$ cat config.mk
export PLATFORM = sky130hd
export DESIGN_NAME = quadrature_level_framer_top
export DESIGN_NICKNAME = d
export VERILOG_FILES = /design/src/rtl/qlf_pkg.sv /design/src/rtl/qlf_front.sv /design/src/rtl/qlf_fifo.sv /design/src/rtl/qlf_back.sv /design/src/rtl/quadrature_level_framer_top.sv
export SDC_FILE = /design/constraint.sdc
export NUM_CORES = 1
export LEC_CHECK = 0
export ABC_CLOCK_PERIOD_IN_PS = 33900
export BUFFER_PORTS_ARGS = -buffer_cell sky130_fd_sc_hd__buf_4
export CORE_ASPECT_RATIO = 0.75
export CORE_UTILIZATION = 62
export DETAILED_ROUTE_END_ITERATION = 8
export GPL_TIMING_DRIVEN = 0
export PLACE_DENSITY = 0.87
export SETUP_SLACK_MARGIN = 0.05
export SYNTH_ARGS = -nofsm -noshare
export SYNTH_HDL_FRONTEND = slang
export SYNTH_HIERARCHICAL = 1
export SYNTH_SLANG_ARGS = --single-unit
$ cat constraint.sdc
create_clock -name clock -period 33.9 [get_ports clock]
set_input_delay 10.17 -clock clock [delete_from_list [all_inputs] [get_ports clock]]
set_output_delay 10.17 -clock clock [all_outputs]
set_load 0.01 [all_outputs]
$ cat src/rtl/qlf_pkg.sv
`default_nettype none

package qlf_pkg;

   // frame bytes
   localparam logic [7:0] FRAME_SYNC = 8'h55;
   localparam logic [7:0] FRAME_CMD  = 8'h12;
   localparam logic [7:0] FRAME_CR   = 8'h0D;
   localparam logic [7:0] FRAME_LF   = 8'h0A;
   localparam logic [7:0] LEVEL_BIAS = 8'd2;

   localparam int unsigned FRAME_LEN = 5;
   localparam logic [2:0]  LAST_IDX  = 3'(FRAME_LEN - 1);

   // reset values of state and registers
   localparam logic [3:0] LEVEL_RESET = 4'd9;
   localparam logic [2:0] SPD_RESET   = 3'd2;
   localparam logic [3:0] MAX_RESET   = 4'd9;

   // register indexes (paddr bit 2)
   localparam logic CSR_SPD = 1'b0;
   localparam logic CSR_MAX = 1'b1;

   typedef struct packed {
      logic pin_a;
      logic pin_b;
   } req_type;

   typedef struct packed {
      logic [7:0] frame_byte;
      logic       last_byte;
   } rsp_type;

   typedef struct packed {
      logic [2:0] steps_per_detent;
      logic [3:0] max_level;
   } cfg_type;

   // quadrature step for {prev_ab, cur_ab}
   function automatic logic signed [1:0] step_of(input logic [3:0] idx);
      logic signed [1:0] s;
      case (idx)
         4'd1, 4'd7, 4'd8, 4'd14: s = -2'sd1;
         4'd2, 4'd4, 4'd11, 4'd13: s = 2'sd1;
         default:                 s = 2'sd0;
      endcase
      return s;
   endfunction

   // whole detents in a step magnitude (magnitude at most 8, size 1 to 7)
   function automatic logic [3:0] detent_div(input logic [3:0] mag, input logic [2:0] spd);
      logic [3:0] q;
      logic [6:0] prod;
      q = 4'd0;
      for (int i = 1; i <= 8; i++) begin
         prod = 7'(i) * {4'b0, spd};
         if (prod <= {3'b0, mag}) begin
            q = 4'(i);
         end
      end
      return q;
   endfunction

   // one byte of the command frame
   function automatic logic [7:0] frame_byte_of(input logic [3:0] lvl, input logic [2:0] idx);
      logic [7:0] b;
      case (idx)
         3'd0:    b = FRAME_SYNC;
         3'd1:    b = FRAME_CMD;
         3'd2:    b = {4'b0, lvl} + LEVEL_BIAS;
         3'd3:    b = FRAME_CR;
         3'd4:    b = FRAME_LF;
         default: b = FRAME_LF;
      endcase
      return b;
   endfunction

endpackage

`default_nettype wire

$ cat src/rtl/qlf_front.sv
`default_nettype none

module qlf_front
   import qlf_pkg::*;
(
   input  wire logic       clock,
   input  wire logic       reset,
   input  wire cfg_type    cfg,
   input  wire logic       accept,
   input  wire req_type    sample,
   output logic            lvl_push,
   output logic [3:0]      lvl_value
);

   logic [3:0]        ab_ff, ab_in;
   logic signed [3:0] pend_ff, pend_in;
   logic [3:0]        level_ff, level_in;

   logic              [3:0] idx;
   logic signed       [1:0] step;
   logic signed       [4:0] sum;
   logic                    neg;
   logic              [3:0] mag;
   logic              [2:0] spd;
   logic              [3:0] q;
   logic              [6:0] rem7;
   logic              [2:0] rem;
   logic signed       [4:0] clicks;
   logic signed       [5:0] target;
   logic              [3:0] clamped;

   always_comb begin
      idx    = {ab_ff[1:0], sample.pin_a, sample.pin_b};
      step   = step_of(idx);
      sum    = {pend_ff[3], pend_ff} + {{3{step[1]}}, step};
      neg    = sum[4];
      mag    = neg ? 4'(-sum) : sum[3:0];
      spd    = (cfg.steps_per_detent == 3'd0) ? 3'd1 : cfg.steps_per_detent;
      q      = detent_div(mag, spd);
      rem7   = {3'b0, mag} - 7'(q) * {4'b0, spd};
      rem    = rem7[2:0];
      clicks = neg ? -$signed({1'b0, q}) : $signed({1'b0, q});
      target = $signed({2'b00, level_ff}) + {clicks[4], clicks};
      // no whole detent leaves the level alone, even above a lowered limit
      if (q == 4'd0) begin
         clamped = level_ff;
      end else if (target > $signed({2'b00, cfg.max_level})) begin
         clamped = cfg.max_level;
      end else if (target < 6'sd0) begin
         clamped = 4'd0;
      end else begin
         clamped = target[3:0];
      end
   end

   always_comb begin
      ab_in    = ab_ff;
      pend_in  = pend_ff;
      level_in = level_ff;
      lvl_push = 1'b0;
      if (accept) begin
         ab_in    = idx;
         pend_in  = neg ? -$signed({1'b0, rem}) : $signed({1'b0, rem});
         level_in = clamped;
         lvl_push = (clamped != level_ff);
      end
   end

   assign lvl_value = clamped;

   always_ff @(posedge clock) begin
      if (reset) begin
         ab_ff    <= 4'd0;
         pend_ff  <= 4'sd0;
         level_ff <= LEVEL_RESET;
      end else begin
         ab_ff    <= ab_in;
         pend_ff  <= pend_in;
         level_ff <= level_in;
      end
   end

endmodule

`default_nettype wire

$ cat src/rtl/qlf_fifo.sv
`default_nettype none

module qlf_fifo
   import qlf_pkg::*;
(
   input  wire logic       clock,
   input  wire logic       reset,
   input  wire logic       push,
   input  wire logic [3:0] push_level,
   output logic            full,
   input  wire logic       pop,
   output logic [3:0]      head_level,
   output logic            empty
);

   logic [3:0] mem_ff [4];
   logic [2:0] wr_ff, wr_in;
   logic [2:0] rd_ff, rd_in;

   assign empty      = (wr_ff == rd_ff);
   assign full       = (wr_ff[1:0] == rd_ff[1:0]) && (wr_ff[2] != rd_ff[2]);
   assign head_level = mem_ff[rd_ff[1:0]];

   always_comb begin
      wr_in = (push && !full) ? wr_ff + 3'd1 : wr_ff;
      rd_in = (pop && !empty) ? rd_ff + 3'd1 : rd_ff;
   end

   always_ff @(posedge clock) begin
      if (push && !full) begin
         mem_ff[wr_ff[1:0]] <= push_level;
      end
   end

   always_ff @(posedge clock) begin
      if (reset) begin
         wr_ff <= 3'd0;
         rd_ff <= 3'd0;
      end else begin
         wr_ff <= wr_in;
         rd_ff <= rd_in;
      end
   end

endmodule

`default_nettype wire

$ cat src/rtl/qlf_back.sv
`default_nettype none

module qlf_back
   import qlf_pkg::*;
(
   input  wire logic       clock,
   input  wire logic       reset,
   input  wire logic       lvl_empty,
   input  wire logic [3:0] lvl_head,
   output logic            lvl_pop,
   output logic            rsp_empty,
   input  wire logic       rsp_pop,
   output rsp_type         rsp_data
);

   logic       busy_ff, busy_in;
   logic [2:0] cnt_ff, cnt_in;
   logic [3:0] lvl_ff, lvl_in;
   logic       valid_ff, valid_in;
   rsp_type    data_ff, data_in;

   logic       advance;
   logic       have;
   logic [3:0] src_lvl;
   logic [2:0] src_cnt;

   always_comb begin
      advance  = !valid_ff || rsp_pop;
      have     = busy_ff || !lvl_empty;
      src_lvl  = busy_ff ? lvl_ff : lvl_head;
      src_cnt  = busy_ff ? cnt_ff : 3'd0;
      busy_in  = busy_ff;
      cnt_in   = cnt_ff;
      lvl_in   = lvl_ff;
      valid_in = valid_ff;
      data_in  = data_ff;
      lvl_pop  = 1'b0;
      if (advance) begin
         valid_in = have;
         if (have) begin
            data_in.frame_byte = frame_byte_of(src_lvl, src_cnt);
            data_in.last_byte  = (src_cnt == LAST_IDX);
            lvl_pop            = !busy_ff;
            lvl_in             = src_lvl;
            busy_in            = (src_cnt != LAST_IDX);
            cnt_in             = src_cnt + 3'd1;
         end
      end
   end

   assign rsp_empty = !valid_ff;
   assign rsp_data  = data_ff;

   always_ff @(posedge clock) begin
      lvl_ff  <= lvl_in;
      data_ff <= data_in;
   end

   always_ff @(posedge clock) begin
      if (reset) begin
         busy_ff  <= 1'b0;
         cnt_ff   <= 3'd0;
         valid_ff <= 1'b0;
      end else begin
         busy_ff  <= busy_in;
         cnt_ff   <= cnt_in;
         valid_ff <= valid_in;
      end
   end

endmodule

`default_nettype wire

$ cat src/rtl/quadrature_level_framer_top.sv
`default_nettype none

// quadrature wheel to brightness frame: each word pushed is one sample of the
// encoder pins a and b. the front end decodes the transition, gathers steps
// into whole detents (steps_per_detent at byte address 0, 0 counts as 1) and
// moves a level clamped to 0..max_level (address 4). it takes one sample per
// cycle while the level queue has room; each level change is queued (four
// deep) for the frame generator, which sends 0x55 0x12 level+2 0x0d 0x0a,
// one byte per word, one word per cycle while rsp_pop is high, last_byte set
// on the final one. a frame takes five words, so the generator can hold back
// level changes; full rises only when the level queue is full. the user must
// write registers only while the block is idle; the block does not check it.
module quadrature_level_framer_top
   import qlf_pkg::*;
(
   input  wire logic        clock,
   input  wire logic        reset,
   // sample channel
   input  wire logic        req_push,
   output logic             req_full,
   input  wire req_type     req_data,
   // frame byte channel
   output logic             rsp_empty,
   input  wire logic        rsp_pop,
   output rsp_type          rsp_data,
   // register port
   input  wire logic        csr_psel,
   input  wire logic        csr_penable,
   input  wire logic        csr_pwrite,
   input  wire logic [2:0]  csr_paddr,
   input  wire logic [31:0] csr_pwdata,
   output logic [31:0]      csr_prdata,
   output logic             csr_pready
);

   cfg_type    cfg_ff, cfg_in;
   logic       csr_wr;
   logic       accept;
   logic       lvl_push;
   logic [3:0] lvl_value;
   logic       lvl_full;
   logic       lvl_pop;
   logic [3:0] lvl_head;
   logic       lvl_empty;

   // register file, decoded on address bit 2
   assign csr_pready = 1'b1;
   assign csr_wr     = csr_psel && csr_penable && csr_pwrite;

   always_comb begin
      cfg_in = cfg_ff;
      if (csr_wr) begin
         case (csr_paddr[2])
            CSR_SPD: cfg_in.steps_per_detent = csr_pwdata[2:0];
            CSR_MAX: cfg_in.max_level        = csr_pwdata[3:0];
            default: cfg_in = cfg_ff;
         endcase
      end
   end

   always_comb begin
      case (csr_paddr[2])
         CSR_SPD: csr_prdata = {29'b0, cfg_ff.steps_per_detent};
         CSR_MAX: csr_prdata = {28'b0, cfg_ff.max_level};
         default: csr_prdata = 32'b0;
      endcase
   end

   always_ff @(posedge clock) begin
      if (reset) begin
         cfg_ff.steps_per_detent <= SPD_RESET;
         cfg_ff.max_level        <= MAX_RESET;
      end else begin
         cfg_ff <= cfg_in;
      end
   end

   // a sample is taken whenever the level queue has room
   assign req_full = lvl_full;
   assign accept   = req_push && !lvl_full;

   qlf_front u_front (
      .clock     (clock),
      .reset     (reset),
      .cfg       (cfg_ff),
      .accept    (accept),
      .sample    (req_data),
      .lvl_push  (lvl_push),
      .lvl_value (lvl_value)
   );

   qlf_fifo u_fifo (
      .clock      (clock),
      .reset      (reset),
      .push       (lvl_push),
      .push_level (lvl_value),
      .full       (lvl_full),
      .pop        (lvl_pop),
      .head_level (lvl_head),
      .empty      (lvl_empty)
   );

   qlf_back u_back (
      .clock     (clock),
      .reset     (reset),
      .lvl_empty (lvl_empty),
      .lvl_head  (lvl_head),
      .lvl_pop   (lvl_pop),
      .rsp_empty (rsp_empty),
      .rsp_pop   (rsp_pop),
      .rsp_data  (rsp_data)
   );

endmodule

`default_nettype wire
==> metrics.md, run 1 <==
| Metric | Value |
|---|---|
| Worst Setup End Kind | `output port` |
| Post-layout min period | `20,940 ps` |
| Routed WL | `10.7 mm` |
| Sink Count | `57` |
| Run status | `finished, final reports clean` |
| CP delay by family, top | `multiplexers` |
| Simple-gate share of the synthesized area | `18.0%` |
| Req. time, crit path | `23,730 ps` |
| Final Wtd Congestion | `0.890` |
| Final #Nets | `670` |
| Drt first pass iters | `5` |
| Routed Antenna Nets | `0` |
| Setup bufs post-CTS | `0` |
| Gr ovfl total | `0` |
| Mux contribution to synthesized area | `7.46%` |
| Antenna diodes | `0` |
| Final hold viol count | `0` |
| Largest net degree at the start of global routing | `20` |
| Cts hold-fix bufs | `0` |
| Top cell by count, worst path | `buf_4` |
| Worst r2r path cells | `40` |
| F_max | `47.8 MHz` |
| Via density | `5.78` |
| Worst Hold Class | `register to register` |
| H-tree Lvls | `3` |
| Post-synthesis cell type count | `83` |
| Share of layout cells above drive strength 1 | `22.1%` |
| Number of standard cells in the final layout excluding fillers | `679` |
| IO Port Bufs | `26` |
| CTS Buf Count | `9` |
| Most common cell after layout, fill and taps aside | `buf_4` |
| Mean post-synth cell area | `9.55 um^2` |
| Yosys reg bits | `57` |
| Crit path depth | `3` |
| Compound-Gate Fraction of Synth Area | `15.3%` |
| Dominant synthesized flop cell | `dfxtp_1` |
| Fraction of registers with async set/reset | `0%` |
| Number of global-route vias before repair | `3,753` |
| Reg2Reg Setup Slack | `24,920 ps` |
| Final HPWL DP | `7.90 mm` |
| Critical path arrival | `10,770 ps` |
| Die W | `104 um` |
| Largest family of logic cells by synthesized area | `simple AND/OR/NAND/NOR gates` |
| Synth area leader | `edfxtp_1` |
| DRT iter0 DRCs | `263` |
| Max transition margin | `33.8%` |
| Crit-path max cell delay | `340 ps` |
| All-layer global routing usage | `27.2%` |
| Commonest cells after routing, fill and taps aside | `buf_4 (58), ha_1 (49), nor2_1 (38), inv_1 (38), conb_1 (31)` |
| Setup violations, final | `0` |
| Slew of the pin with the lowest slew margin | `989 ps` |
| Yosys warns | `6` |
| Core area | `0.00747 mm^2` |
| Wire length per cell | `15.8 um` |
| Worst-path clk slew | `70 ps` |
| Initial Util | `65.0%` |
| Die Y | `78.6 um` |
| First-pass GRT wire length | `17.7 mm` |
| Hold Path Depth | `1` |
| Startpoint Class | `input pin` |
| Cts repair resizes | `0` |
| Area growth, synth to finish | `13.5%` |
| DRC Markers | `0` |
| Post-synth EDFFs | `27` |
| # fillers | `527` |
| Via count | `3,925` |
| Die footprint | `0.00818 mm^2` |
| Initial antenna violation count | `0` |
| Adder-cell share of the synthesized area | `15.5%` |
| Worst path bufs/invs | `2` |
| Reported max-cap violation count | `0` |
| Placed Cells | `663` |
| Pins Over Slew Limit | `0` |
| Site row count | `27` |
| Sequential element share of the synthesized area | `29.1%` |
| Setup TNS | `0 ps` |
| I/O pin total | `88` |
| Syn Inst Count | `508` |
| Post-Syn Area | `0.00485 mm^2` |
| Share of the synthesized area in the top cell type | `16.7%` |
| CP max stage cell | `mux2_2` |
| Ratio of final minimum period to clock period | `61.8%` |
| Crit Path Category | `input pin to output port` |
| Root Driver | `clkbuf_8` |
| RSZ-0062 raised after global routing | `no` |
| Critical-path maximum fanout | `6` |
| TritonCTS clock tree | `built` |
| Synth area leaders | `edfxtp_1 (17%), ha_1 (13%), dfxtp_1 (12%)` |
| Post-Synth XOR/XNOR Area | `4.36%` |
| Cells along the critical path | `buf_4 > mux2_2 > buf_4` |
| Clock Latency Late Sink | `350 ps` |
| Max clock buf depth | `2` |
| Setup Skew | `15.1 ps` |
==> final cells by class <==
cell class                      count  area [um^2]  share of cell area [%]
Multi-Input combinational cell    393         3050                    55.5
Sequential cell                    57         1410                    25.6
Inverter                           39          148                    2.68
Buffer                             47          342                    6.21
Tap cell                          101          126                    2.30
Timing Repair Buffer               26          195                    3.55
Clock buffer                        9          124                    2.25
Clock inverter                      7          103                    1.86
==> stage by stage <==
stage / hold slack [ps] / setup slack (ps) / cell area, um^2 / utilization (%)
after floorplan: 432 / 13220 / 4950 / -
after global placement: 442 / 12970 / 5280 / 70.7
after detailed placement: 468 / 12960 / 5280 / 70.7
after CTS: 485 / 12960 / 5500 / 73.7
after global routing: 519 / 12940 / 5500 / 73.7
final: 482 / 12960 / 5500 / 73.7
==> worst paths after layout <==
| kind | from | to |
|---|---|---|
| worst max-delay path | csr_paddr[2] | csr_prdata[0] |
| worst min-delay path | u_back/cnt_ff[0] | u_back/cnt_ff[0] |
| worst max register to register | u_front/ab_ff[0] | u_fifo/mem_ff[1][2] |
| worst min register to register | u_back/cnt_ff[0] | u_back/cnt_ff[0] |
==> synth_stat cells (all sizes together), types with 8 or more instances <==
cell type / n
a211oi: 9
and2: 11
a21oi: 16
nor2b: 10
nand2: 19
mux2i: 15
dfxtp: 30
xor2: 8
xnor2: 14
edfxtp: 27
o21ai: 27
ha: 49
nand3: 10
nor3: 10
nand2b: 17
inv: 38
nor2: 40
buf: 43
==> metal layers <==
layer	vias to the layer above	wire [um]	global-route usage, %
li1	1893	-	-
met1	1824	4810	35.4
met2	192	4940	43.9
met3	16	757	6.15
met4	0	218	11.1
met5	-	0	0
==> sequential cells by signal (all words and copies together) (netlist names), named ones only <==
signal,flops
u_fifo/rd_ff,3
u_back/cnt_ff,3
u_back/rsp_data,7
u_back/busy_ff,1
u_back/valid_ff,1
cfg_ff,7
u_back/lvl_ff,4
u_front/pend_ff,4
u_fifo/wr_ff,3
u_fifo/mem_ff,16
u_front/ab_ff,2
u_front/level_ff,4
==> kinds of logic (layout without fill, tap and decap cells) <==
group | count (synthesis) | count (layout)
AOI/OAI and AO/OA | 102 | 102
xor gates and xnor gates | 22 | 22
adders and majority gates | 58 | 58
buffers and inverters | 86 | 128
DFF | 57 | 57
muxes | 27 | 27
other | 3 | 31
and+or+nand+nor | 153 | 153
Power of run 1 is not shown: default switching activity piles up to over one toggle a cycle in this logic, so the estimate is an artifact.
==> run 2: changes to the inputs <==
- ABC_AREA: not set -> 1
- ABC_CLOCK_PERIOD_IN_PS: 33900 -> 19000
- CORE_UTILIZATION: 62 -> 52
- PLACE_DENSITY: 0.87 -> 0.78
- clock period: 33.9 -> 19 ns (I/O delays scaled with it)
==> run 2 against run 1 <==
  * Register-to-register slack lost 14000 ps
  * First-iteration DRC count is 24% higher
  * Via count grew 13%
  * Synthesized cell count is 37% higher
  * Die area up 22%
  * Clock skew down 8.9 ps
  * Worst setup slack worse by 7500 ps
  * Flip-flop and latch count unchanged
  * Non-clock buffer count is 10 lower
  * Cell area is 5.0% higher
  * Utilization down 11 points
  * Global-route usage is 5.1 points lower
  * Critical path type is now input pin to register
==> metrics.md, run 2 <==
| Metric | Value |
|---|---|
| Synth area leader | `edfxtp_1` |
| Root Driver | `clkbuf_16` |
| Run status | `finished, final reports clean` |
| WHS | `482 ps` |
| Post-layout min period | `13,530 ps` |
| Top cell by count, worst path | `nand2_1` |
| Via count | `4,443` |
| Final #Nets | `859` |
| Post-Syn Area | `0.00499 mm^2` |
| Setup TNS | `0 ps` |
| TritonCTS clock tree | `built` |
| All-layer global routing usage | `22.1%` |
| Post-synth EDFFs | `27` |
| H-tree Lvls | `3` |
| Share of the synthesized area in the top cell type | `16.2%` |
| Gr ovfl total | `0` |
| Ratio of final minimum period to clock period | `71.2%` |
| CP max stage cell | `o21ai_0` |
| Final hold viol count | `0` |
| Worst Setup End Kind | `register` |
| Max clock buf depth | `2` |
| Worst Hold Class | `register to register` |
| Routed WL | `10.5 mm` |
| Max FFs per register | `16` |
| Sink Count | `57` |
| First-pass GRT wire length | `17.5 mm` |
| Fraction of registers with async set/reset | `0%` |
| Die footprint | `0.0100 mm^2` |
| Site row count | `30` |
| Initial Util | `54.3%` |
| Die Y | `86.9 um` |
| Die W | `115 um` |
| Via density | `4.96` |
| Most common cell after layout, fill and taps aside | `nand2_1` |
| Final Wtd Congestion | `0.954` |
| Initial antenna violation count | `0` |
| RSZ-0062 raised after global routing | `no` |
| Post-synthesis cell type count | `40` |
| Number of global-route vias before repair | `3,928` |
| Setup violations, final | `0` |
| Slew of the pin with the lowest slew margin | `711 ps` |
| Critical-path maximum fanout | `6` |
| Antenna diodes | `0` |
| Pins Over Slew Limit | `0` |
| Critical path arrival | `13,500 ps` |
| Cts repair resizes | `0` |
| DRT iter0 DRCs | `326` |
| Share of layout cells above drive strength 1 | `17.3%` |
| Top-count cell post-synth | `nand2_1` |
| Final HPWL DP | `8.19 mm` |
| Max transition margin | `52.1%` |
| Core area | `0.00920 mm^2` |
| Reported max-cap violation count | `0` |
| Area growth, synth to finish | `15.6%` |
| Setup Skew | `6.24 ps` |
| Largest net degree at the start of global routing | `15` |
| Crit Path Category | `input pin to register` |
| Crit-path max cell delay | `580 ps` |
| I/O pin total | `88` |
| Sequential element share of the synthesized area | `28.3%` |
| IO Port Bufs | `25` |
| Yosys reg bits | `57` |
| Startpoint Class | `input pin` |
| Syn Inst Count | `698` |
| Commonest cells after routing, fill and taps aside | `nand2_1 (162), inv_1 (113), nor2_1 (63), buf_4 (57), nand3_1 (56)` |
| Yosys warns | `6` |
| Synth top cells by count | `nand2_1 (162), inv_1 (113), nor2_1 (63), nand3_1 (56), ha_1 (49)` |
| Routed Antenna Nets | `0` |
| Dominant synthesized flop cell | `dfxtp_1` |
| Synth area leaders | `edfxtp_1 (16%), ha_1 (12%), nand2_1 (12%)` |
| Wire length per cell | `11.8 um` |
| Mean post-synth cell area | `7.16 um^2` |
| Clock Latency Late Sink | `320 ps` |
| Post-layout util | `62.8%` |
| Req. time, crit path | `18,970 ps` |
| Drt first pass iters | `4` |
| F_max | `73.9 MHz` |
| Cts hold-fix bufs | `0` |
| Setup bufs post-CTS | `0` |
| Worst-path clk slew | `50 ps` |
| CTS Buf Count | `9` |
| DRC Markers | `0` |
==> run 2: changes by cell type after synthesis, moves of 12 or more <==
cell | before | now
mux2i_1 | 14 | 0
nor2_1 | 38 | 63
nand2_2 | 0 | 14
nand2b_1 | 14 | 0
nand2_1 | 18 | 162
xnor2_1 | 14 | 2
nand3_1 | 10 | 56
inv_1 | 38 | 113
==> run 2: layout make-up <==
type	instances	area, um^2
plain buffers	38	288
clock buffers	9	225
clock inverters	7	103
fillers	777	3420
inverters	124	475
multi-input cells	507	2930
flip-flops and latches	57	1410
well taps	128	160
repair buffers	25	188
==> run 2: path summary, 6_finish.rpt <==
| check | start | end | slack, ps | cells after the start |
|---|---|---|---|---|
| worst max-delay path | req_data[0] | u_fifo/mem_ff[1][1] | 5470 | 46 |
| worst min-delay path | u_back/cnt_ff[0] | u_back/cnt_ff[0] | 480 | 2 |
| worst max register to register | u_front/ab_ff[0] | u_fifo/mem_ff[1][1] | 10750 | 44 |
| worst min register to register | u_back/cnt_ff[0] | u_back/cnt_ff[0] | 480 | 2 |
==> run 2: layer usage <==
layer	GRT usage, %	up-vias	wire (um)
li1	-	2304	-
met1	30.8	1989	5190
met2	34.9	138	4650
met3	4.18	12	599
met4	6.49	0	99
met5	0	-	0
==> run 2: metrics by stage <==
stage          instance area, um^2  setup WS (ps)  instances
2_1_floorplan                 5100           6410        726
3_3_place_gp                  5450           5480        879
3_5_place_dp                  5450           5270        879
4_1_cts                       5780           5540        895
5_1_grt                       5780           4800        895
6_report                      5780           5470        895
==> run 2: critical path: cells and delay by family <==
kind                     cells  cell delay, ps
adder cells (fa/ha/maj)      8            2420
AO/OA/AOI/OAI                8            2180
AND/OR/NAND/NOR             20            2040
buffers and inverters        7             600
XOR/XNOR                     3             530
==> run 2: logic make-up after synthesis <==
kind of cell,after synthesis,synth area share (%)
simple gates,337,32.3
buf+inv,162,15.3
compound gates,76,8.34
flops,57,28.3
fa+ha+maj,53,13.9
xor+xnor,10,1.75
other cells,3,0.225
Power of run 2 is left out for the same reason.
